==> src/hw/rtl/ddo_pkg.sv <==
// ddo_pkg: shared widths, constants, payload structs and cordic tables
// for the differential drive odometry block; no dependencies
package ddo_pkg;

  // field widths
  localparam int TICK_W   = 16;
  localparam int TRAVEL_W = 16;
  localparam int GAIN_W   = 24;
  localparam int POS_W    = 32;
  localparam int ANGLE_W  = 16;
  localparam int CFG_W    = 24;
  localparam int CFG_IDX_W = 2;

  // register indexes
  localparam logic [CFG_IDX_W-1:0] REG_TRAVEL = 2'd0;
  localparam logic [CFG_IDX_W-1:0] REG_GAIN   = 2'd1;

  localparam logic [TRAVEL_W-1:0] TRAVEL_RESET = 16'd1001;
  localparam logic [GAIN_W-1:0]   GAIN_RESET   = 24'd179200;

  // serial multiplier operand and product widths
  localparam int MUL_W  = 34;
  localparam int PROD_W = 2 * MUL_W;

  // internal datapath widths
  localparam int MEAN_W  = 32;
  localparam int DIFF_W  = 33;
  localparam int DTH_W   = 33;
  localparam int XY_W    = 34;
  localparam int Z_W     = 32;
  localparam int DELTA_W = 34;
  localparam int QUO_W   = 33;
  localparam int U_W     = 32 + ANGLE_W;
  localparam int U_LSB   = 32 - ANGLE_W;
  localparam int SUM_W   = ((POS_W > DELTA_W) ? POS_W : DELTA_W) + 1;

  localparam logic [PROD_W-1:0] ROUND_HALF = PROD_W'(64'd1 << 23);
  localparam logic [MUL_W-1:0]  INV_TWO_PI = 34'd683565276;

  // cordic
  localparam int CORDIC_STEPS = 28;
  localparam logic signed [XY_W-1:0] CORDIC_GAIN = 34'sd652032874;
  localparam logic [31:0] ATAN_TAB [CORDIC_STEPS] = '{
    32'h20000000, 32'h12E4051E, 32'h09FB385B, 32'h051111D4, 32'h028B0D43,
    32'h0145D7E1, 32'h00A2F61E, 32'h00517C55, 32'h0028BE53, 32'h00145F2F,
    32'h000A2F98, 32'h000517CC, 32'h00028BE6, 32'h000145F3, 32'h0000A2FA,
    32'h0000517D, 32'h000028BE, 32'h0000145F, 32'h00000A30, 32'h00000518,
    32'h0000028C, 32'h00000146, 32'h000000A3, 32'h00000051, 32'h00000029,
    32'h00000014, 32'h0000000A, 32'h00000005
  };

  typedef struct packed {
    logic signed [TICK_W-1:0] left_ticks;
    logic signed [TICK_W-1:0] right_ticks;
  } ticks_t;

  typedef struct packed {
    logic signed [POS_W-1:0] pos_x_out;
    logic signed [POS_W-1:0] pos_y_out;
    logic [ANGLE_W-1:0]      heading_out;
  } pose_t;

endpackage

==> src/hw/rtl/ddo_mul.sv <==
// ddo_mul: signed shift-add multiplier, one multiplier bit per cycle
// depends on ddo_pkg
module ddo_mul (
  input  logic                               clk,
  input  logic                               rst,
  input  logic                               start,
  input  logic signed [ddo_pkg::MUL_W-1:0]   a,
  input  logic signed [ddo_pkg::MUL_W-1:0]   b,
  output logic                               done,
  output logic signed [ddo_pkg::PROD_W-1:0]  p
);
  import ddo_pkg::*;

  localparam int CNT_W = $clog2(MUL_W + 1);

  logic               busy;
  logic [CNT_W-1:0]   cnt;
  logic [MUL_W-1:0]   am;
  logic [MUL_W-1:0]   bm;
  logic               neg;
  logic [PROD_W-1:0]  acc;
  logic [MUL_W:0]     part;

  // add the multiplicand into the upper half when the current bit is set
  assign part = {1'b0, acc[PROD_W-1:MUL_W]} + (bm[0] ? {1'b0, am} : '0);
  assign p = $signed(acc);

  // control
  always_ff @(posedge clk) begin
    if (rst) begin
      busy <= 1'b0;
      done <= 1'b0;
    end else begin
      done <= 1'b0;
      if (start) begin
        busy <= 1'b1;
      end else if (busy && cnt == CNT_W'(MUL_W)) begin
        busy <= 1'b0;
        done <= 1'b1;
      end
    end
  end

  // datapath: magnitudes in, sign fixed in the last cycle
  always_ff @(posedge clk) begin
    if (start) begin
      am  <= a[MUL_W-1] ? MUL_W'(-a) : MUL_W'(a);
      bm  <= b[MUL_W-1] ? MUL_W'(-b) : MUL_W'(b);
      neg <= a[MUL_W-1] ^ b[MUL_W-1];
      acc <= '0;
      cnt <= '0;
    end else if (busy) begin
      if (cnt == CNT_W'(MUL_W)) begin
        acc <= neg ? -acc : acc;
      end else begin
        acc <= {part, acc[MUL_W-1:1]};
        bm  <= bm >> 1;
        cnt <= cnt + 1'b1;
      end
    end
  end

endmodule

==> src/hw/rtl/ddo_cordic.sv <==
// ddo_cordic: iterative rotation cordic, one micro-rotation per cycle,
// q30 sine and cosine of a 32-bit binary angle; depends on ddo_pkg
module ddo_cordic (
  input  logic                              clk,
  input  logic                              rst,
  input  logic                              start,
  input  logic [31:0]                       angle,
  output logic                              done,
  output logic signed [ddo_pkg::XY_W-1:0]   cos_q30,
  output logic signed [ddo_pkg::XY_W-1:0]   sin_q30
);
  import ddo_pkg::*;

  localparam int CNT_W = $clog2(CORDIC_STEPS);

  logic                   busy;
  logic                   fix;
  logic [CNT_W-1:0]       cnt;
  logic [1:0]             quad;
  logic signed [XY_W-1:0] x;
  logic signed [XY_W-1:0] y;
  logic signed [Z_W-1:0]  z;
  logic [31:0]            biased;
  logic signed [XY_W-1:0] xs;
  logic signed [XY_W-1:0] ys;

  assign biased = angle + 32'h2000_0000;
  assign xs = x >>> cnt;
  assign ys = y >>> cnt;

  // control
  always_ff @(posedge clk) begin
    if (rst) begin
      busy <= 1'b0;
      fix  <= 1'b0;
      done <= 1'b0;
    end else begin
      done <= 1'b0;
      if (start) begin
        busy <= 1'b1;
        fix  <= 1'b0;
      end else if (busy) begin
        if (fix) begin
          busy <= 1'b0;
          done <= 1'b1;
        end else if (cnt == CNT_W'(CORDIC_STEPS - 1)) begin
          fix <= 1'b1;
        end
      end
    end
  end

  // rotations, then quadrant fold-back
  always_ff @(posedge clk) begin
    if (start) begin
      quad <= biased[31:30];
      z    <= $signed(angle - {biased[31:30], 30'd0});
      x    <= CORDIC_GAIN;
      y    <= '0;
      cnt  <= '0;
    end else if (busy) begin
      if (fix) begin
        case (quad)
          2'd0: begin cos_q30 <= x;  sin_q30 <= y;  end
          2'd1: begin cos_q30 <= -y; sin_q30 <= x;  end
          2'd2: begin cos_q30 <= -x; sin_q30 <= -y; end
          default: begin cos_q30 <= y; sin_q30 <= -x; end
        endcase
      end else begin
        if (!z[Z_W-1]) begin
          x <= x - ys;
          y <= y + xs;
          z <= z - $signed(ATAN_TAB[cnt]);
        end else begin
          x <= x + ys;
          y <= y - xs;
          z <= z + $signed(ATAN_TAB[cnt]);
        end
        if (cnt != CNT_W'(CORDIC_STEPS - 1)) cnt <= cnt + 1'b1;
      end
    end
  end

endmodule

==> src/hw/rtl/ddo_div.sv <==
// ddo_div: restoring divider, one quotient bit per cycle, truncates toward
// zero and clamps the quotient to +-2^31; depends on ddo_pkg
module ddo_div (
  input  logic                              clk,
  input  logic                              rst,
  input  logic                              start,
  input  logic signed [ddo_pkg::U_W-1:0]    num,
  input  logic signed [ddo_pkg::DTH_W-1:0]  den,
  output logic                              done,
  output logic signed [ddo_pkg::QUO_W-1:0]  quo_out
);
  import ddo_pkg::*;

  localparam int CNT_W = $clog2(U_W);

  logic               busy;
  logic               fix;
  logic [CNT_W-1:0]   cnt;
  logic [U_W-1:0]     quo;
  logic [DTH_W-1:0]   dm;
  logic [DTH_W-1:0]   rem;
  logic               neg;
  logic [DTH_W:0]     r2;
  logic               ge;
  logic [QUO_W-1:0]   mag;

  // shift in the next dividend bit and trial-subtract
  assign r2  = {rem, quo[U_W-1]};
  assign ge  = r2 >= {1'b0, dm};
  // clamp the magnitude at 2^31
  assign mag = (|quo[U_W-1:31]) ? QUO_W'(64'd1 << 31) : QUO_W'(quo[30:0]);

  // control
  always_ff @(posedge clk) begin
    if (rst) begin
      busy <= 1'b0;
      fix  <= 1'b0;
      done <= 1'b0;
    end else begin
      done <= 1'b0;
      if (start) begin
        busy <= 1'b1;
        fix  <= 1'b0;
      end else if (busy) begin
        if (fix) begin
          busy <= 1'b0;
          done <= 1'b1;
        end else if (cnt == CNT_W'(U_W - 1)) begin
          fix <= 1'b1;
        end
      end
    end
  end

  // datapath
  always_ff @(posedge clk) begin
    if (start) begin
      quo <= num[U_W-1] ? U_W'(-num) : U_W'(num);
      dm  <= den[DTH_W-1] ? DTH_W'(-den) : DTH_W'(den);
      neg <= num[U_W-1] ^ den[DTH_W-1];
      rem <= '0;
      cnt <= '0;
    end else if (busy) begin
      if (fix) begin
        quo_out <= neg ? $signed(-mag) : $signed(mag);
      end else begin
        rem <= ge ? DTH_W'(r2 - {1'b0, dm}) : r2[DTH_W-1:0];
        quo <= {quo[U_W-2:0], ge};
        if (cnt != CNT_W'(U_W - 1)) cnt <= cnt + 1'b1;
      end
    end
  end

endmodule

==> src/hw/rtl/differential_drive_odometry.sv <==
// differential_drive_odometry: arc-update pose integrator, one item at a time
// the sequencer waits on the bit-serial multiplier for each product, on the cordic
// for each sine/cosine pair and on the divider for each quotient; a heading change
// that rounds to zero takes the straight path, with no second cordic run or divide
// a new item is taken only once the pose commits; an output stall delays the commit
// reset: pose and heading clear to zero, registers load their defaults
module differential_drive_odometry (
  input  logic                              clk,
  input  logic                              rst,
  input  logic                              ticks_valid,
  output logic                              ticks_ready,
  input  ddo_pkg::ticks_t                   ticks,
  output logic                              pose_valid,
  input  logic                              pose_ready,
  output ddo_pkg::pose_t                    pose,
  input  logic                              cfg_we,
  input  logic [ddo_pkg::CFG_IDX_W-1:0]     cfg_index,
  input  logic [ddo_pkg::CFG_W-1:0]         cfg_data
);
  import ddo_pkg::*;

  localparam logic [3:0] S_IDLE     = 4'd0;
  localparam logic [3:0] S_SUM      = 4'd1;
  localparam logic [3:0] S_DIF      = 4'd2;
  localparam logic [3:0] S_GAIN     = 4'd3;
  localparam logic [3:0] S_COS0     = 4'd4;
  localparam logic [3:0] S_COS1     = 4'd5;
  localparam logic [3:0] S_LINE     = 4'd6;
  localparam logic [3:0] S_ARC_MUL  = 4'd7;
  localparam logic [3:0] S_ARC_DIV  = 4'd8;
  localparam logic [3:0] S_ARC_MEAN = 4'd9;
  localparam logic [3:0] S_DONE     = 4'd10;

  localparam logic signed [SUM_W-1:0] P_HI = {{(SUM_W-POS_W+1){1'b0}}, {(POS_W-1){1'b1}}};
  localparam logic signed [SUM_W-1:0] P_LO = -P_HI - 1;

  logic [3:0]                 state;
  logic                       run;
  logic                       axis;
  logic [TRAVEL_W-1:0]        travel;
  logic [GAIN_W-1:0]          gain;
  logic signed [POS_W-1:0]    pos_x;
  logic signed [POS_W-1:0]    pos_y;
  logic [ANGLE_W-1:0]         heading;
  logic [ANGLE_W-1:0]         newh;
  logic signed [TICK_W-1:0]   left;
  logic signed [TICK_W-1:0]   right;
  logic signed [MEAN_W-1:0]   mean;
  logic signed [DIFF_W-1:0]   diffv;
  logic signed [DTH_W-1:0]    dth;
  logic signed [XY_W-1:0]     c0;
  logic signed [XY_W-1:0]     s0;
  logic signed [XY_W-1:0]     c1;
  logic signed [XY_W-1:0]     s1;
  logic signed [U_W-1:0]      u;
  logic signed [QUO_W-1:0]    t;
  logic signed [DELTA_W-1:0]  dx;
  logic signed [DELTA_W-1:0]  dy;

  logic                       unit_state;
  logic                       mul_state;
  logic                       start;
  logic                       mul_done;
  logic                       cor_done;
  logic                       div_done;
  logic                       unit_done;
  logic signed [MUL_W-1:0]    mul_a;
  logic signed [MUL_W-1:0]    mul_b;
  logic signed [PROD_W-1:0]   mul_p;
  logic signed [PROD_W-1:0]   prod_rnd;
  logic [31:0]                cor_angle;
  logic signed [XY_W-1:0]     cor_c;
  logic signed [XY_W-1:0]     cor_s;
  logic signed [QUO_W-1:0]    div_q;
  logic                       pose_free;
  logic signed [SUM_W-1:0]    sum_x;
  logic signed [SUM_W-1:0]    sum_y;

  function automatic logic signed [POS_W-1:0] sat_pos(input logic signed [SUM_W-1:0] v);
    if (v > P_HI) return P_HI[POS_W-1:0];
    else if (v < P_LO) return P_LO[POS_W-1:0];
    else return v[POS_W-1:0];
  endfunction

  assign ticks_ready = (state == S_IDLE);
  assign pose_free   = !pose_valid || pose_ready;

  // one start pulse whenever a state that runs a unit has no unit running
  assign mul_state  = (state == S_SUM) || (state == S_DIF) || (state == S_GAIN) ||
                      (state == S_LINE) || (state == S_ARC_MUL) || (state == S_ARC_MEAN);
  assign unit_state = mul_state || (state == S_COS0) || (state == S_COS1) ||
                      (state == S_ARC_DIV);
  assign start      = unit_state && !run;
  assign unit_done  = mul_done || cor_done || div_done;

  // multiplier operand selection
  always_comb begin
    mul_a = '0;
    mul_b = '0;
    case (state)
      S_SUM: begin
        mul_a = MUL_W'(left) + MUL_W'(right);
        mul_b = $signed({{(MUL_W-TRAVEL_W){1'b0}}, travel});
      end
      S_DIF: begin
        mul_a = MUL_W'(right) - MUL_W'(left);
        mul_b = $signed({{(MUL_W-TRAVEL_W){1'b0}}, travel});
      end
      S_GAIN: begin
        mul_a = MUL_W'(diffv);
        mul_b = $signed({{(MUL_W-GAIN_W){1'b0}}, gain});
      end
      S_LINE: begin
        mul_a = MUL_W'(mean);
        mul_b = axis ? s0 : c0;
      end
      S_ARC_MUL: begin
        mul_a = axis ? (c0 - c1) : (s1 - s0);
        mul_b = $signed(INV_TWO_PI);
      end
      S_ARC_MEAN: begin
        mul_a = MUL_W'(mean);
        mul_b = MUL_W'(t);
      end
      default: begin
        mul_a = '0;
        mul_b = '0;
      end
    endcase
  end

  assign prod_rnd  = mul_p + $signed(ROUND_HALF);
  assign cor_angle = (state == S_COS0) ? {heading, {U_LSB{1'b0}}} : {newh, {U_LSB{1'b0}}};
  assign sum_x     = SUM_W'(pos_x) + SUM_W'(dx);
  assign sum_y     = SUM_W'(pos_y) + SUM_W'(dy);

  ddo_mul u_mul (
    .clk   (clk),
    .rst   (rst),
    .start (start && mul_state),
    .a     (mul_a),
    .b     (mul_b),
    .done  (mul_done),
    .p     (mul_p)
  );

  ddo_cordic u_cordic (
    .clk     (clk),
    .rst     (rst),
    .start   (start && ((state == S_COS0) || (state == S_COS1))),
    .angle   (cor_angle),
    .done    (cor_done),
    .cos_q30 (cor_c),
    .sin_q30 (cor_s)
  );

  ddo_div u_div (
    .clk     (clk),
    .rst     (rst),
    .start   (start && (state == S_ARC_DIV)),
    .num     (u),
    .den     (dth),
    .done    (div_done),
    .quo_out (div_q)
  );

  // configuration registers
  always_ff @(posedge clk) begin
    if (rst) begin
      travel <= TRAVEL_RESET;
      gain   <= GAIN_RESET;
    end else if (cfg_we) begin
      case (cfg_index)
        REG_TRAVEL: travel <= cfg_data[TRAVEL_W-1:0];
        REG_GAIN:   gain   <= cfg_data[GAIN_W-1:0];
        default: ;
      endcase
    end
  end

  // sequencer and pose state
  always_ff @(posedge clk) begin
    if (rst) begin
      state      <= S_IDLE;
      run        <= 1'b0;
      axis       <= 1'b0;
      pos_x      <= '0;
      pos_y      <= '0;
      heading    <= '0;
    end else begin
      if (start) run <= 1'b1;
      else if (unit_done) run <= 1'b0;

      case (state)
        S_IDLE: begin
          if (ticks_valid) begin
            left  <= ticks.left_ticks;
            right <= ticks.right_ticks;
            state <= S_SUM;
          end
        end
        S_SUM: begin
          if (mul_done) begin
            mean  <= mul_p[MEAN_W:1];
            state <= S_DIF;
          end
        end
        S_DIF: begin
          if (mul_done) begin
            diffv <= mul_p[DIFF_W-1:0];
            state <= S_GAIN;
          end
        end
        S_GAIN: begin
          if (mul_done) begin
            dth   <= prod_rnd[24+DTH_W-1:24];
            state <= S_COS0;
          end
        end
        S_COS0: begin
          if (cor_done) begin
            c0   <= cor_c;
            s0   <= cor_s;
            axis <= 1'b0;
            if (dth == '0) begin
              newh  <= heading;
              state <= S_LINE;
            end else begin
              newh  <= heading + dth[ANGLE_W-1:0];
              state <= S_COS1;
            end
          end
        end
        S_COS1: begin
          if (cor_done) begin
            c1    <= cor_c;
            s1    <= cor_s;
            state <= S_ARC_MUL;
          end
        end
        // straight move along the old heading
        S_LINE: begin
          if (mul_done) begin
            if (!axis) begin
              dx   <= mul_p[30+DELTA_W-1:30];
              axis <= 1'b1;
            end else begin
              dy    <= mul_p[30+DELTA_W-1:30];
              state <= S_DONE;
            end
          end
        end
        // arc: scale the sine/cosine difference to radians
        S_ARC_MUL: begin
          if (mul_done) begin
            u     <= mul_p[U_LSB+U_W-1:U_LSB];
            state <= S_ARC_DIV;
          end
        end
        S_ARC_DIV: begin
          if (div_done) begin
            t     <= div_q;
            state <= S_ARC_MEAN;
          end
        end
        S_ARC_MEAN: begin
          if (mul_done) begin
            if (!axis) begin
              dx    <= mul_p[30+DELTA_W-1:30];
              axis  <= 1'b1;
              state <= S_ARC_MUL;
            end else begin
              dy    <= mul_p[30+DELTA_W-1:30];
              state <= S_DONE;
            end
          end
        end
        // commit the pose once the output register is free
        S_DONE: begin
          if (pose_free) begin
            pos_x      <= sat_pos(sum_x);
            pos_y      <= sat_pos(sum_y);
            heading    <= newh;
            state      <= S_IDLE;
          end
        end
        default: state <= S_IDLE;
      endcase
    end
  end

  // output valid flag
  always_ff @(posedge clk) begin
    if (rst) begin
      pose_valid <= 1'b0;
    end else if (state == S_DONE && pose_free) begin
      pose_valid <= 1'b1;
    end else if (pose_ready) begin
      pose_valid <= 1'b0;
    end
  end

  // output register payload
  always_ff @(posedge clk) begin
    if (state == S_DONE && pose_free) begin
      pose.pos_x_out   <= sat_pos(sum_x);
      pose.pos_y_out   <= sat_pos(sum_y);
      pose.heading_out <= newh;
    end
  end

  // only one unit finishes at a time
  a_one_done: assert property (@(posedge clk) disable iff (rst)
    $onehot0({mul_done, cor_done, div_done}))
    else $error("more than one arithmetic unit finished at once");

  // a unit finishes only after it was started
  a_done_run: assert property (@(posedge clk) disable iff (rst)
    unit_done |-> run)
    else $error("unit finished without a pending start");

  // heading moves only at the commit
  a_heading_commit: assert property (@(posedge clk) disable iff (rst)
    (state != S_DONE) |=> $stable(heading))
    else $error("heading changed outside the commit");

  // a straight move keeps the heading
  a_line_heading: assert property (@(posedge clk) disable iff (rst)
    (state == S_LINE) |-> (newh == heading))
    else $error("straight move with a changed heading");

endmodule

==> config.mk <==
export PLATFORM = sky130hd
export DESIGN_NAME = differential_drive_odometry
export DESIGN_NICKNAME = d
export VERILOG_FILES = /design/src/hw/rtl/ddo_pkg.sv /design/src/hw/rtl/ddo_mul.sv /design/src/hw/rtl/ddo_cordic.sv /design/src/hw/rtl/ddo_div.sv /design/src/hw/rtl/differential_drive_odometry.sv
export SDC_FILE = /design/constraint.sdc
export NUM_CORES = 2
export LEC_CHECK = 0
export BUFFER_PORTS_ARGS = -buffer_cell sky130_fd_sc_hd__buf_2
export CAP_MARGIN = 0
export CORE_ASPECT_RATIO = 0.75
export CORE_MARGIN = 2
export CORE_UTILIZATION = 40
export CTS_BUF_LIST = sky130_fd_sc_hd__clkbuf_8
export CTS_CLUSTER_SIZE = 16
export DETAILED_ROUTE_END_ITERATION = 7
export PLACE_DENSITY = 0.57
export RECOVER_POWER = 50
export SLEW_MARGIN = 20
export SYNTH_ARGS = -nofsm -noshare
export SYNTH_HDL_FRONTEND = slang
export SYNTH_SLANG_ARGS = --single-unit
==> constraint.sdc <==
create_clock -name clk -period 14.4 [get_ports clk]
set_input_delay 1.44 -clock clk [delete_from_list [all_inputs] [get_ports clk]]
set_output_delay 1.44 -clock clk [all_outputs]
set_load 0.1 [all_outputs]
==> flow_metrics.py <==
metrics = {
    "placed_design": {
        "place_hpwl_um": 172000,
        "port_buffers": 144,
        "place_congestion": 0.928,
    },
    "synthesis": {
        "synth.cell_area_sq_mm": 0.0732,
        "ys_types": 104,
        "synth_simple_gate_area_frac": 0.155,
        "ys_ff_latch": 1118,
        "ys.flop_type": "edfxtp_1",
        "synth_nets": 8279,
        "async_flop_share": 0,
        "avgSynthCellArea_sq_um": 9.34,
        "synthCells": 7835,
        "synthAdderAreaFrac": 0.0664,
        "synth-compound-area-share": 0.191,
        "yosysTopAreaCellShare": 0.327,
        "synth_edf_count": 797,
        "yosys.area.top_type": "edfxtp_1",
        "synthTopCellsByArea": "edfxtp_1, dfxtp_1, ha_1, a21oi_1, nand2_1",
        "synth_top_family_by_area": "compound AO/OA/AOI/OAI gates",
        "ys_seq_area_frac": 0.415,
        "synth_xor_area_frac": 0.0743,
        "yosysWarnings": 0,
        "synth.area.mux_share": 0.0577,
    },
    "sta": {
        "fin_crit_ps": 8500,
        "fin_setup_tns_ps": 0,
        "timing.final.crit_share": 0.590,
        "setup_viol": 0,
        "fmax_mhz": 118,
        "tightest_slew_ps": 3860,
        "whs_ps": 416,
        "fin_skew_ps": 67.2,
        "hold_viol": 0,
        "maxSlewHeadroom": -1.57,
        "rsz0062_at_grt": "no",
        "drv_slew": 886,
    },
    "setup_path": {
        "worstPathArrival_ps": 9280,
        "cp.required_ps": 15180,
        "cp_max_fo": 91,
        "end_kind": "register",
        "worst-setup-path-type": "register to register",
        "ff2ff_path_depth": 8,
        "startpoint_type": "register",
    },
    "routing": {
        "dr_wl_met3_um": 21300,
        "drt-met1-wl_um": 109000,
        "ant_nets": 0,
        "vias_per_cell": 5.88,
        "drtIter0Drc": 6504,
        "top_layer_used": "met5",
        "route.detailed.drc": 0,
        "route.met2.wl_um": 99300,
        "wl_per_cell_um": 22.7,
        "routed_wl_um": 236000,
        "vias": 61100,
        "drt-pass1-iter-count": 6,
    },
    "clock_tree": {
        "cts_root_buf": "clkbuf_8",
        "htree_num_levels": 4,
        "worst_skew_pair.late_latency_ps": 950,
        "cts_tree": "built",
        "cts-resized-gates": 0,
        "max-clock-path-buffers": 3,
        "cts_post_setup_buffers_inserted": 0,
        "numCtsBuffers": 187,
        "cts.sinks": 1118,
        "cts_hold_buf": 0,
        "path_clk_slew_ps": 60,
    },
    "floorplanning": {
        "floorplan.die.width_um": 498,
        "die_y_um": 374,
        "initial_utilization": 0.404,
        "pin_count": 145,
        "core-area_sq_mm": 0.181,
        "dieArea_sq_mm": 0.186,
        "std_cell_rows": 135,
    },
    "grt": {
        "overflow": 0,
        "antenna_found_initial": 24,
        "grt_pass1_wl_um": 354000,
        "grt_max_degree": 92,
        "grt_pass1_vias": 56700,
        "gr-usage-all-layers": 0.244,
    },
    "pwr": {
        "power_density_mw_per_mm2": 221,
        "power.leakage_nw": 30.3,
        "switching_share": 0.452,
        "ir_worst_vdd_v": 0.000187,
        "internal-power_mw": 9.68,
        "p_seq_frac": 0.273,
        "p_comb_frac": 0.556,
        "power_frac_clock": 0.171,
        "switching_power_mw": 7.97,
    },
    "job": {
        "drv_cap": 20,
    },
    "cells_and_area": {
        "nets": 8276,
        "utilization": 0.441,
        "drive_gt1_frac": 0.0837,
        "syn2layout_area_growth_pct": 9.14,
    },
    "run_status": {
        "violations": "max-capacitance violations, max-slew violations",
        "status": "complete, but fails checks",
    },
    "min_path": {
        "holdPathStages": 0,
        "min-delay-path-class": "register to register",
    },
}
-- state kept, by name, summed over array words and instances, names as in the netlist, 48 cells and up --
register   count
u             48
pose          80
u_mul.p       68
u_div.quo     48
-- critical path, stage by stage, from the launching register on --
cell and delay, ps:
dfxtp_1 760, nor2b_1 160, nand3b_1 190, nand2b_1 160, clkbuf_1 1480, clkinvlp_2 3650
buf_4 1330, o21ai_0 280, a21oi_1 60
-- path summary, 6_finish.rpt --
kind	startpoint	to	slack (ps)
worst min-delay path	u_div.quo_out[9]$_DFFE_PP_	t[9]$_DFFE_PP_	420
worst max-delay path	state[2]$_SDFFE_PP0P_	pos_x[11]$_SDFFE_PP0P_	5900
worst max register to register	state[2]$_SDFFE_PP0P_	pos_x[11]$_SDFFE_PP0P_	5900
worst min register to register	u_div.quo_out[9]$_DFFE_PP_	t[9]$_DFFE_PP_	420
-- routing by layer --
metal / track usage / vias up
met3: 0.0510 / 370
met1: 0.363 / 29600
met5: 0 / -
li1: - / 28800
met4: 0.0700 / 2
met2: 0.355 / 2324
-- cell families (layout without fill, tap and decap cells) --
group	Yosys count	count (layout)
multiplexers	286	286
AND/OR/NAND/NOR	2407	2407
XOR/XNOR	619	619
adder cells (fa/ha/maj)	381	381
AO/OA/AOI/OAI	2249	2249
buffers and inverters	775	933
other	0	4
flip-flops	1118	1118
-- per-stage QoR --
step | total power [mW] | cell area [sq um] | setup WS, ps | instances
after global routing | 18.9 | 79900 | 5410 | 10400
final | 17.7 | 79900 | 5900 | 10400
after floorplan | 12.0 | 73200 | 5000 | 7835
after global placement | 14.4 | 76200 | 6320 | 10000
after detailed placement | 14.5 | 76200 | 6320 | 10000
after CTS | 17.6 | 80100 | 6270 | 10400
-- cell usage after synthesis, types with 16 or more instances --
| cell type | count |
|---|---|
| nor3_1 | 149 |
| o21bai_1 | 48 |
| o21ai_1 | 28 |
| a221o_1 | 21 |
| a22oi_1 | 53 |
| or4_1 | 44 |
| or2_2 | 29 |
| ha_1 | 369 |
| o211ai_1 | 72 |
| xnor2_1 | 340 |
| a21o_1 | 135 |
| or3_1 | 79 |
| mux2_2 | 38 |
| xor2_1 | 278 |
| and2_1 | 75 |
| nor3b_1 | 19 |
| o41ai_1 | 28 |
| o21ai_0 | 549 |
| a211o_1 | 17 |
| a211oi_1 | 88 |
| edfxtp_1 | 797 |
| nor2_1 | 632 |
| a21boi_0 | 19 |
| a22o_1 | 16 |
| inv_1 | 300 |
| o21a_1 | 69 |
| nand2_1 | 868 |
| a221oi_1 | 28 |
| clkbuf_1 | 366 |
| mux4_2 | 105 |
| buf_2 | 27 |
| o22ai_1 | 33 |
| nand3_1 | 131 |
| nor2b_1 | 61 |
| nor4_1 | 44 |
| and3_1 | 62 |
| nand2b_1 | 74 |
| nand4_1 | 57 |
| a31oi_1 | 92 |
| a21oi_1 | 703 |
| o31ai_1 | 70 |
| buf_1 | 63 |
| mux2i_1 | 143 |
| dfxtp_1 | 321 |
-- power by group through the flow --
stage / registers (mW) / clock network, mW / logic [mW]
final: 4.82 / 3.01 / 9.82
after global placement: 4.85 / 0 / 9.57
after global routing: 4.87 / 3.22 / 10.8
after floorplan: 4.41 / 0 / 7.58
after detailed placement: 4.85 / 0 / 9.68
after CTS: 4.79 / 3.09 / 9.74
-- layout make-up --
cell class	instances	area, sq um
diodes	4	10.0
clock buffers	203	2790
clock inverters	147	1110
fillers	17600	101000
inverters	308	1160
multi-input cells	5942	40000
flip-flops and latches	1118	30400
well taps	2397	3000
repair buffers	275	1430
-- cells in the final DEF (no fill, tap or decap), drive strengths merged, types with 70 or more instances in the layout --
cell    synthesis  routed
nand2         868     868
edfxtp        797     797
a21oi         703     703
nor2          632     632
o21ai         577     577
ha            369     369
inv           305     368
xnor2         340     340
clkbuf        367     322
dfxtp         321     321
xor2          278     278
buf           100     156
nor3          150     150
mux2i         143     143
a21o          135     135
nand3         131     131
mux4          105     105
a31oi          92      92
a211oi         88      88
or3            81      81
and2           75      75
nand2b         75      75
o211ai         72      72
o31ai          70      70
Note: power is estimated with default switching activity, not from simulation.
